==> config.mk <==
export PLATFORM = sky130hd
export DESIGN_NAME = vector_to_euclidean_distance
export DESIGN_NICKNAME = d
export VERILOG_FILES = /design/src/rtl/vte_pkg.sv /design/src/rtl/vector_to_euclidean_distance.sv /design/src/rtl/vte_square.sv /design/src/rtl/vte_sqrt.sv /design/src/rtl/vte_out.sv
export SDC_FILE = /design/constraint.sdc
export NUM_CORES = 2
export LEC_CHECK = 0
export BUFFER_PORTS_ARGS = -buffer_cell sky130_fd_sc_hd__buf_4
export CAP_MARGIN = 20
export CORE_UTILIZATION = 53
export CTS_CLUSTER_SIZE = 24
export DETAILED_ROUTE_END_ITERATION = 12
export PLACE_DENSITY = 0.69
export SETUP_SLACK_MARGIN = 0.5
export SLEW_MARGIN = 5
export SYNTH_ARGS = -nofsm -noshare
export SYNTH_HDL_FRONTEND = slang
export SYNTH_SLANG_ARGS = --single-unit
==> constraint.sdc <==
create_clock -name aclk -period 12.8 [get_ports aclk]
set_input_delay 2.56 -clock aclk [delete_from_list [all_inputs] [get_ports aclk]]
set_output_delay 2.56 -clock aclk [all_outputs]
set_load 0.005 [all_outputs]
==> src/rtl/vte_pkg.sv <==
// Shared types and constants for the vector-to-distance pipeline.
// No dependencies; used by every module under rtl/.
package vte_pkg;

    localparam int COMP_W      = 16;  // width of one offset component on the bus
    localparam int SQ_W        = 32;  // squared norm width
    localparam int ROOT_W      = 16;  // integer square root width
    localparam int REM_W       = 17;  // remainder n - r*r is at most 2r
    localparam int SQRT_STAGES = 16;  // one root bit per stage
    localparam int DIST_W      = 32;

    // Configuration register indexes
    localparam logic CFG_SQUARED_MODE = 1'b0;
    localparam logic CFG_OUT_FORMAT   = 1'b1;

    typedef enum logic [1:0] {
        FMT_SAT8  = 2'd0,
        FMT_SAT16 = 2'd1,
        FMT_RAW   = 2'd2
    } fmt_t;

    // Word handed from the root pipeline to the output stage
    typedef struct packed {
        logic [SQ_W-1:0]   norm_sq;
        logic [REM_W-1:0]  rem;
        logic [ROOT_W-1:0] root;
    } root_word_t;

endpackage

==> src/rtl/vector_to_euclidean_distance.sv <==
// Vector-to-distance top level: config registers and the three pipeline parts.
// Depends on vte_pkg, vte_square, vte_sqrt and vte_out.
//
// Takes one offset word (x, y, z) per clock unless stalled and returns one
// distance word per word accepted, in order. Three register stages compute
// magnitudes, squares and sum, sixteen the square root (one root bit per
// stage) and one rounding and saturation. Every stage has its own valid bit
// and stalls only when the stage after it is full, so bubbles close up and
// input flows on while a word waits at the output, until every stage is full.
// Write the configuration registers only while no word is in flight.
module vector_to_euclidean_distance #(
    parameter int COMPONENT_BITS = 16
) (
    input  logic        aclk,
    input  logic        aresetn,
    // config write port
    input  logic        cfg_we,
    input  logic        cfg_addr,
    input  logic [1:0]  cfg_wdata,
    // input stream
    input  logic        s_tvalid,
    output logic        s_tready,
    input  logic [47:0] s_tdata,   // [15:0] off_x, [31:16] off_y, [47:32] off_z
    // result stream
    output logic        m_tvalid,
    input  logic        m_tready,
    output logic [31:0] m_tdata    // [31:0] distance
);

    logic                     squared_mode_reg;
    vte_pkg::fmt_t            out_format_reg;
    logic                     sq_valid, sq_ready;
    logic [vte_pkg::SQ_W-1:0] sq_norm;
    logic                     rt_valid, rt_ready;
    vte_pkg::root_word_t      rt_word;

    always_ff @(posedge aclk) begin
        if (!aresetn) begin
            squared_mode_reg <= 1'b0;
            out_format_reg   <= vte_pkg::FMT_SAT8;
        end else if (cfg_we) begin
            case (cfg_addr)
                vte_pkg::CFG_SQUARED_MODE: squared_mode_reg <= cfg_wdata[0];
                vte_pkg::CFG_OUT_FORMAT:   out_format_reg   <= vte_pkg::fmt_t'(cfg_wdata);
                default: begin
                end
            endcase
        end
    end

    vte_square #(
        .COMPONENT_BITS(COMPONENT_BITS)
    ) u_square (
        .aclk       (aclk),
        .aresetn    (aresetn),
        .in_valid   (s_tvalid),
        .in_ready   (s_tready),
        .in_data    (s_tdata),
        .out_valid  (sq_valid),
        .out_ready  (sq_ready),
        .out_norm_sq(sq_norm)
    );

    vte_sqrt u_sqrt (
        .aclk      (aclk),
        .aresetn   (aresetn),
        .in_valid  (sq_valid),
        .in_ready  (sq_ready),
        .in_norm_sq(sq_norm),
        .out_valid (rt_valid),
        .out_ready (rt_ready),
        .out_word  (rt_word)
    );

    vte_out u_out (
        .aclk        (aclk),
        .aresetn     (aresetn),
        .squared_mode(squared_mode_reg),
        .out_format  (out_format_reg),
        .in_valid    (rt_valid),
        .in_ready    (rt_ready),
        .in_word     (rt_word),
        .out_valid   (m_tvalid),
        .out_ready   (m_tready),
        .out_distance(m_tdata)
    );

endmodule

==> src/rtl/vte_square.sv <==
// Squared norm pipeline: component magnitudes, squares, and their sum.
// Three register stages with per-stage valid; depends on vte_pkg.
module vte_square #(
    parameter int COMPONENT_BITS = 16
) (
    input  logic                        aclk,
    input  logic                        aresetn,
    input  logic                        in_valid,
    output logic                        in_ready,
    input  logic [3*vte_pkg::COMP_W-1:0] in_data,
    output logic                        out_valid,
    input  logic                        out_ready,
    output logic [vte_pkg::SQ_W-1:0]    out_norm_sq
);

    logic [vte_pkg::COMP_W-1:0] mag_next [3];
    logic [vte_pkg::COMP_W-1:0] mag_reg  [3];
    logic [vte_pkg::SQ_W-1:0]   sq_reg   [3];
    logic [vte_pkg::SQ_W-1:0]   sum_next;
    logic [vte_pkg::SQ_W-1:0]   sum_reg;
    logic                       v1_reg, v2_reg, v3_reg;
    logic                       rdy1, rdy2, rdy3;

    // Sign-extend from COMPONENT_BITS-1 and take the magnitude; the most
    // negative value maps onto itself, read as unsigned.
    always_comb begin
        for (int i = 0; i < 3; i++) begin
            logic [COMPONENT_BITS-1:0] low;
            low = in_data[i*vte_pkg::COMP_W +: COMPONENT_BITS];
            if (low[COMPONENT_BITS-1]) begin
                mag_next[i] = vte_pkg::COMP_W'(COMPONENT_BITS'(~low + 1'b1));
            end else begin
                mag_next[i] = vte_pkg::COMP_W'(low);
            end
        end
    end

    assign sum_next = vte_pkg::SQ_W'(sq_reg[0] + sq_reg[1] + sq_reg[2]);

    assign rdy3     = !v3_reg || out_ready;
    assign rdy2     = !v2_reg || rdy3;
    assign rdy1     = !v1_reg || rdy2;
    assign in_ready = rdy1;

    always_ff @(posedge aclk) begin
        if (!aresetn) begin
            v1_reg <= 1'b0;
            v2_reg <= 1'b0;
            v3_reg <= 1'b0;
        end else begin
            if (rdy1) v1_reg <= in_valid;
            if (rdy2) v2_reg <= v1_reg;
            if (rdy3) v3_reg <= v2_reg;
        end
    end

    always_ff @(posedge aclk) begin
        if (rdy1 && in_valid) begin
            mag_reg <= mag_next;
        end
        if (rdy2 && v1_reg) begin
            for (int i = 0; i < 3; i++) begin
                sq_reg[i] <= mag_reg[i] * mag_reg[i];
            end
        end
        if (rdy3 && v2_reg) begin
            sum_reg <= sum_next;
        end
    end

    assign out_valid   = v3_reg;
    assign out_norm_sq = sum_reg;

endmodule

==> src/rtl/vte_sqrt.sv <==
// Pipelined integer square root: one result bit per stage, remainder kept.
// Depends on vte_pkg for widths and the root_word_t output word.
module vte_sqrt (
    input  logic                     aclk,
    input  logic                     aresetn,
    input  logic                     in_valid,
    output logic                     in_ready,
    input  logic [vte_pkg::SQ_W-1:0] in_norm_sq,
    output logic                     out_valid,
    input  logic                     out_ready,
    output vte_pkg::root_word_t      out_word
);

    localparam int N = vte_pkg::SQRT_STAGES;

    logic [vte_pkg::SQ_W-1:0] n_reg   [N];
    logic [vte_pkg::SQ_W-1:0] rem_reg [N];
    logic [vte_pkg::SQ_W-1:0] res_reg [N];
    logic [N-1:0]             valid_reg;
    logic [N:0]               stage_ready;

    assign stage_ready[N] = out_ready;
    assign in_ready       = stage_ready[0];

    for (genvar s = 0; s < N; s++) begin : g_stage
        localparam logic [vte_pkg::SQ_W-1:0] BIT =
            vte_pkg::SQ_W'(1) << (2 * (N - 1 - s));

        logic                     v_in;
        logic [vte_pkg::SQ_W-1:0] n_in, rem_in, res_in;
        logic [vte_pkg::SQ_W:0]   trial;
        logic [vte_pkg::SQ_W-1:0] rem_next, res_next;

        if (s == 0) begin : g_first
            assign v_in   = in_valid;
            assign n_in   = in_norm_sq;
            assign rem_in = in_norm_sq;
            assign res_in = '0;
        end else begin : g_rest
            assign v_in   = valid_reg[s-1];
            assign n_in   = n_reg[s-1];
            assign rem_in = rem_reg[s-1];
            assign res_in = res_reg[s-1];
        end

        assign stage_ready[s] = !valid_reg[s] || stage_ready[s+1];
        assign trial = {1'b0, res_in} + {1'b0, BIT};

        always_comb begin
            if ({1'b0, rem_in} >= trial) begin
                rem_next = rem_in - trial[vte_pkg::SQ_W-1:0];
                res_next = (res_in >> 1) + BIT;
            end else begin
                rem_next = rem_in;
                res_next = res_in >> 1;
            end
        end

        always_ff @(posedge aclk) begin
            if (!aresetn) begin
                valid_reg[s] <= 1'b0;
            end else if (stage_ready[s]) begin
                valid_reg[s] <= v_in;
            end
        end

        always_ff @(posedge aclk) begin
            if (stage_ready[s] && v_in) begin
                n_reg[s]   <= n_in;
                rem_reg[s] <= rem_next;
                res_reg[s] <= res_next;
            end
        end
    end

    assign out_valid        = valid_reg[N-1];
    assign out_word.norm_sq = n_reg[N-1];
    assign out_word.rem     = rem_reg[N-1][vte_pkg::REM_W-1:0];
    assign out_word.root    = res_reg[N-1][vte_pkg::ROOT_W-1:0];

endmodule

==> src/rtl/vte_out.sv <==
// Output stage: round the root to nearest, pick squared or root, saturate.
// Holds the result word until taken; depends on vte_pkg.
module vte_out (
    input  logic                       aclk,
    input  logic                       aresetn,
    input  logic                       squared_mode,
    input  vte_pkg::fmt_t              out_format,
    input  logic                       in_valid,
    output logic                       in_ready,
    input  vte_pkg::root_word_t        in_word,
    output logic                       out_valid,
    input  logic                       out_ready,
    output logic [vte_pkg::DIST_W-1:0] out_distance
);

    logic [vte_pkg::REM_W-1:0]  rounded;
    logic [vte_pkg::DIST_W-1:0] value;
    logic [vte_pkg::DIST_W-1:0] dist_next;
    logic [vte_pkg::DIST_W-1:0] dist_reg;
    logic                       valid_reg;

    // Round up when the remainder exceeds the root
    always_comb begin
        if (in_word.rem > vte_pkg::REM_W'(in_word.root)) begin
            rounded = vte_pkg::REM_W'(in_word.root) + 1'b1;
        end else begin
            rounded = vte_pkg::REM_W'(in_word.root);
        end
        value = squared_mode ? in_word.norm_sq : vte_pkg::DIST_W'(rounded);
    end

    always_comb begin
        case (out_format)
            vte_pkg::FMT_SAT8: begin
                dist_next = (value > 32'd255) ? 32'd255 : value;
            end
            vte_pkg::FMT_SAT16: begin
                dist_next = (value > 32'd65535) ? 32'd65535 : value;
            end
            default: begin
                dist_next = value;
            end
        endcase
    end

    assign in_ready = !valid_reg || out_ready;

    always_ff @(posedge aclk) begin
        if (!aresetn) begin
            valid_reg <= 1'b0;
        end else if (in_ready) begin
            valid_reg <= in_valid;
        end
    end

    always_ff @(posedge aclk) begin
        if (in_ready && in_valid) begin
            dist_reg <= dist_next;
        end
    end

    assign out_valid    = valid_reg;
    assign out_distance = dist_reg;

endmodule

==> flow_metrics.py <==
metrics = {
    "routing": {
        "ant_nets": 0,
        "first_pass_iters": 5,
        "vias": 42120,
        "wl_um": 134600,
        "dr.first_iter.drc_count": 2416,
        "avgViaCountPerCell": 5.341,
        "avgRoutedWirePerCell_um": 17.07,
        "drc_errors": 0,
    },
    "setup_path": {
        "crit_path_end_kind": "output port",
        "worst-setup-path-type": "in2out",
        "critPathMaxStageDelay_ns": 0.43,
        "path_max_fanout": 7,
        "cp.arrival_ns": 5.53,
        "cpMostUsedCell": "buf_4",
        "crit_chain": "buf_4 > nor2b_1 > and3_1 > nand4_1 > nor3_1 > buf_4 > and4_1 > and2_1 > and3_1 > nand3_1 > buf_4",
        "critical_path.slowest_cell": "and3_1",
        "start_kind": "primary input",
        "crit_required_ns": 10.24,
    },
    "timing": {
        "setup_viol": 0,
        "fin_ws_ns": 4.715,
        "slew-limit-headroom_pct": 32.02,
        "fin_crit_sh_pct": 63.16,
        "fin_crit_ns": 8.085,
        "max_freq_mhz": 123.7,
        "fin_tns_setup_ns": 0,
        "slew_violations": 0,
        "hold_viol": 0,
        "rsz0062_at_grt": "no",
        "clock_skew_ns": 0.07213,
        "tightest_slew_ns": 1.018,
    },
    "clock_tree": {
        "clock_sinks": 1133,
        "cts_made_buffers": 116,
        "clock_latency_ns": 0.73,
        "cts_max_path_buffers": 3,
        "cts_hold_buf": 0,
        "ctsResizeCount": 0,
        "clk_pin_slew_ns": 0.06,
        "cts-root-buf": "clkbuf_16",
        "cts_max_level": 3,
        "postCtsSetupBuffers": 0,
        "cts_tree": "yes",
    },
    "logic_synthesis": {
        "synth_top_area_cell": "edfxtp_1",
        "synth.distinct_cells": 76,
        "synth_edf_count": 1110,
        "synth_area_sq_um": 70730,
        "synthCells": 5903,
        "yosysSeqAreaShare_pct": 47.78,
        "async_reset_ff_share_pct": 0,
        "synth.avg_cell_area_sq_um": 11.98,
        "yosys-top-cells-area": "edfxtp_1 47%, fa_1 15%, ha_1 8.9%",
        "ys.flop_type": "edfxtp_1",
        "synth_seq_cells": 1133,
        "yosysWarnings": 0,
        "post-synth-top-area-fraction_pct": 47.12,
    },
    "cells_and_area": {
        "final_cell_mix": "1,110 x edfxtp_1, 1,001 x inv_1, 523 x fa_1",
        "nNetsFinal": 7114,
        "final-seq-area_sq_um": 33790,
        "largest_reg_flops": 512,
        "drive_gt1_share_pct": 6.574,
        "layout_commonest_cell": "edfxtp_1",
        "final_cells": 7885,
        "area_delta_synth_final_pct": 9.492,
        "insertedDiodeCount": 0,
        "multiInputGateArea_sq_um": 32940,
        "fill_cells": 10530,
    },
    "outcome": {
        "status": "finished clean",
    },
    "global_route": {
        "grt_pass1_vias": 43840,
        "grt_max_degree": 72,
        "grt_pass1_wl_um": 221500,
        "grtUsageTotal_pct": 20.44,
        "overflow": 0,
        "antenna_found_initial": 0,
    },
    "floorplan": {
        "core_area_sq_um": 132000,
        "initial_core_util_pct": 53.60,
        "die_x_um": 367.3,
        "pin_count": 90,
        "rows": 133,
        "die_area_sq_um": 134900,
        "die_h_um": 367.3,
    },
    "job": {
        "maxCapViolations": 0,
    },
    "place": {
        "place.port_buffers": 89,
        "dp_slack_ns": 4.704,
        "dpl.hpwl_um": 105100,
        "dp.cells": 7666,
        "place.gp.congestion": 0.8974,
    },
    "hold_path": {
        "hp-class": "reg2reg",
    },
}
[cells by family (layout without fill, tap and decap cells)]
kind of cell	after synthesis	after routing	share of synthesized area [%]
AOI/OAI and AO/OA	776	776	6.952
buffers and inverters	1113	1338	5.935
adders and majority gates	1025	1025	23.68
and+or+nand+nor	1437	1437	10.33
xor gates and xnor gates	372	372	4.606
muxes	46	46	0.7129
other	1	3	0.005302
DFF	1133	1133	47.78
[critical path, delay by kind of cell]
| kind | cells | cell delay, ns |
|---|---|---|
| simple gates | 8 | 2.46 |
| buf+inv | 3 | 0.50 |
[metrics by stage]
| step | util [%] | area, sq um | hold WS, ns |
|---|---|---|---|
| after floorplan | - | 70740 | 0.4003 |
| after global placement | 55.74 | 73560 | 0.4002 |
| after detailed placement | 55.74 | 73560 | 0.4045 |
| after CTS | 58.66 | 77410 | 0.3842 |
| after global routing | 58.69 | 77450 | 0.3954 |
| final | 58.69 | 77450 | 0.3929 |
[cell type report]
cell class / count / area share (%)
sequential: 1133 / 43.63
multi-input combinational: 3659 / 42.53
inverter: 1003 / 4.861
clock buffer: 134 / 3.887
tap: 1755 / 2.835
timing repair buffer: 120 / 1.173
clock inverter: 81 / 1.079
[metal layers]
layer	track usage [%]	wire length (um)
met3	2.375	4329
met2	37.75	71010
met4	7.019	4674
met1	24.52	54570
met5	0	0
[worst paths after layout]
kind	from	endpoint	slack (ns)	cells after the start
hold reg to reg	u_sqrt.n_reg[0][3]$_DFFE_PP_	u_sqrt.n_reg[0][35]$_DFFE_PP_	0.39	0
hold / removal	u_sqrt.n_reg[0][3]$_DFFE_PP_	u_sqrt.n_reg[0][35]$_DFFE_PP_	0.39	0
setup / recovery	m_tready	s_tready	4.71	11
setup reg to reg	u_square.mag_reg[8]$_DFFE_PP_	u_square.sq_reg[0][95]$_DFFE_PP_	5.21	24
[cells in the mapped netlist, types with 11 or more instances]
master / number
edfxtp_1: 1110
inv_1: 1001
fa_1: 523
ha_1: 502
nand2_1: 423
xnor2_1: 244
nor2_1: 239
a21oi_1: 221
o21ai_0: 190
and2_1: 158
xor2_1: 128
nor3_1: 104
clkbuf_1: 101
nand3_1: 81
nor4_1: 79
o21a_1: 68
nor2b_1: 64
a21o_1: 63
nand2b_1: 53
and3_1: 48
nand4_1: 43
o31ai_1: 36
or3_1: 35
a211oi_1: 32
o21bai_1: 31
mux2_2: 27
or2_2: 27
a21boi_0: 24
dfxtp_1: 23
nor4b_1: 20
a31oi_1: 18
mux2i_1: 17
or4_1: 13
nand4b_1: 12
a31o_2: 11
Power is left out: the tool's default activity adds up to more than one toggle a clock period on the data nets, which glitch-free logic cannot reach.
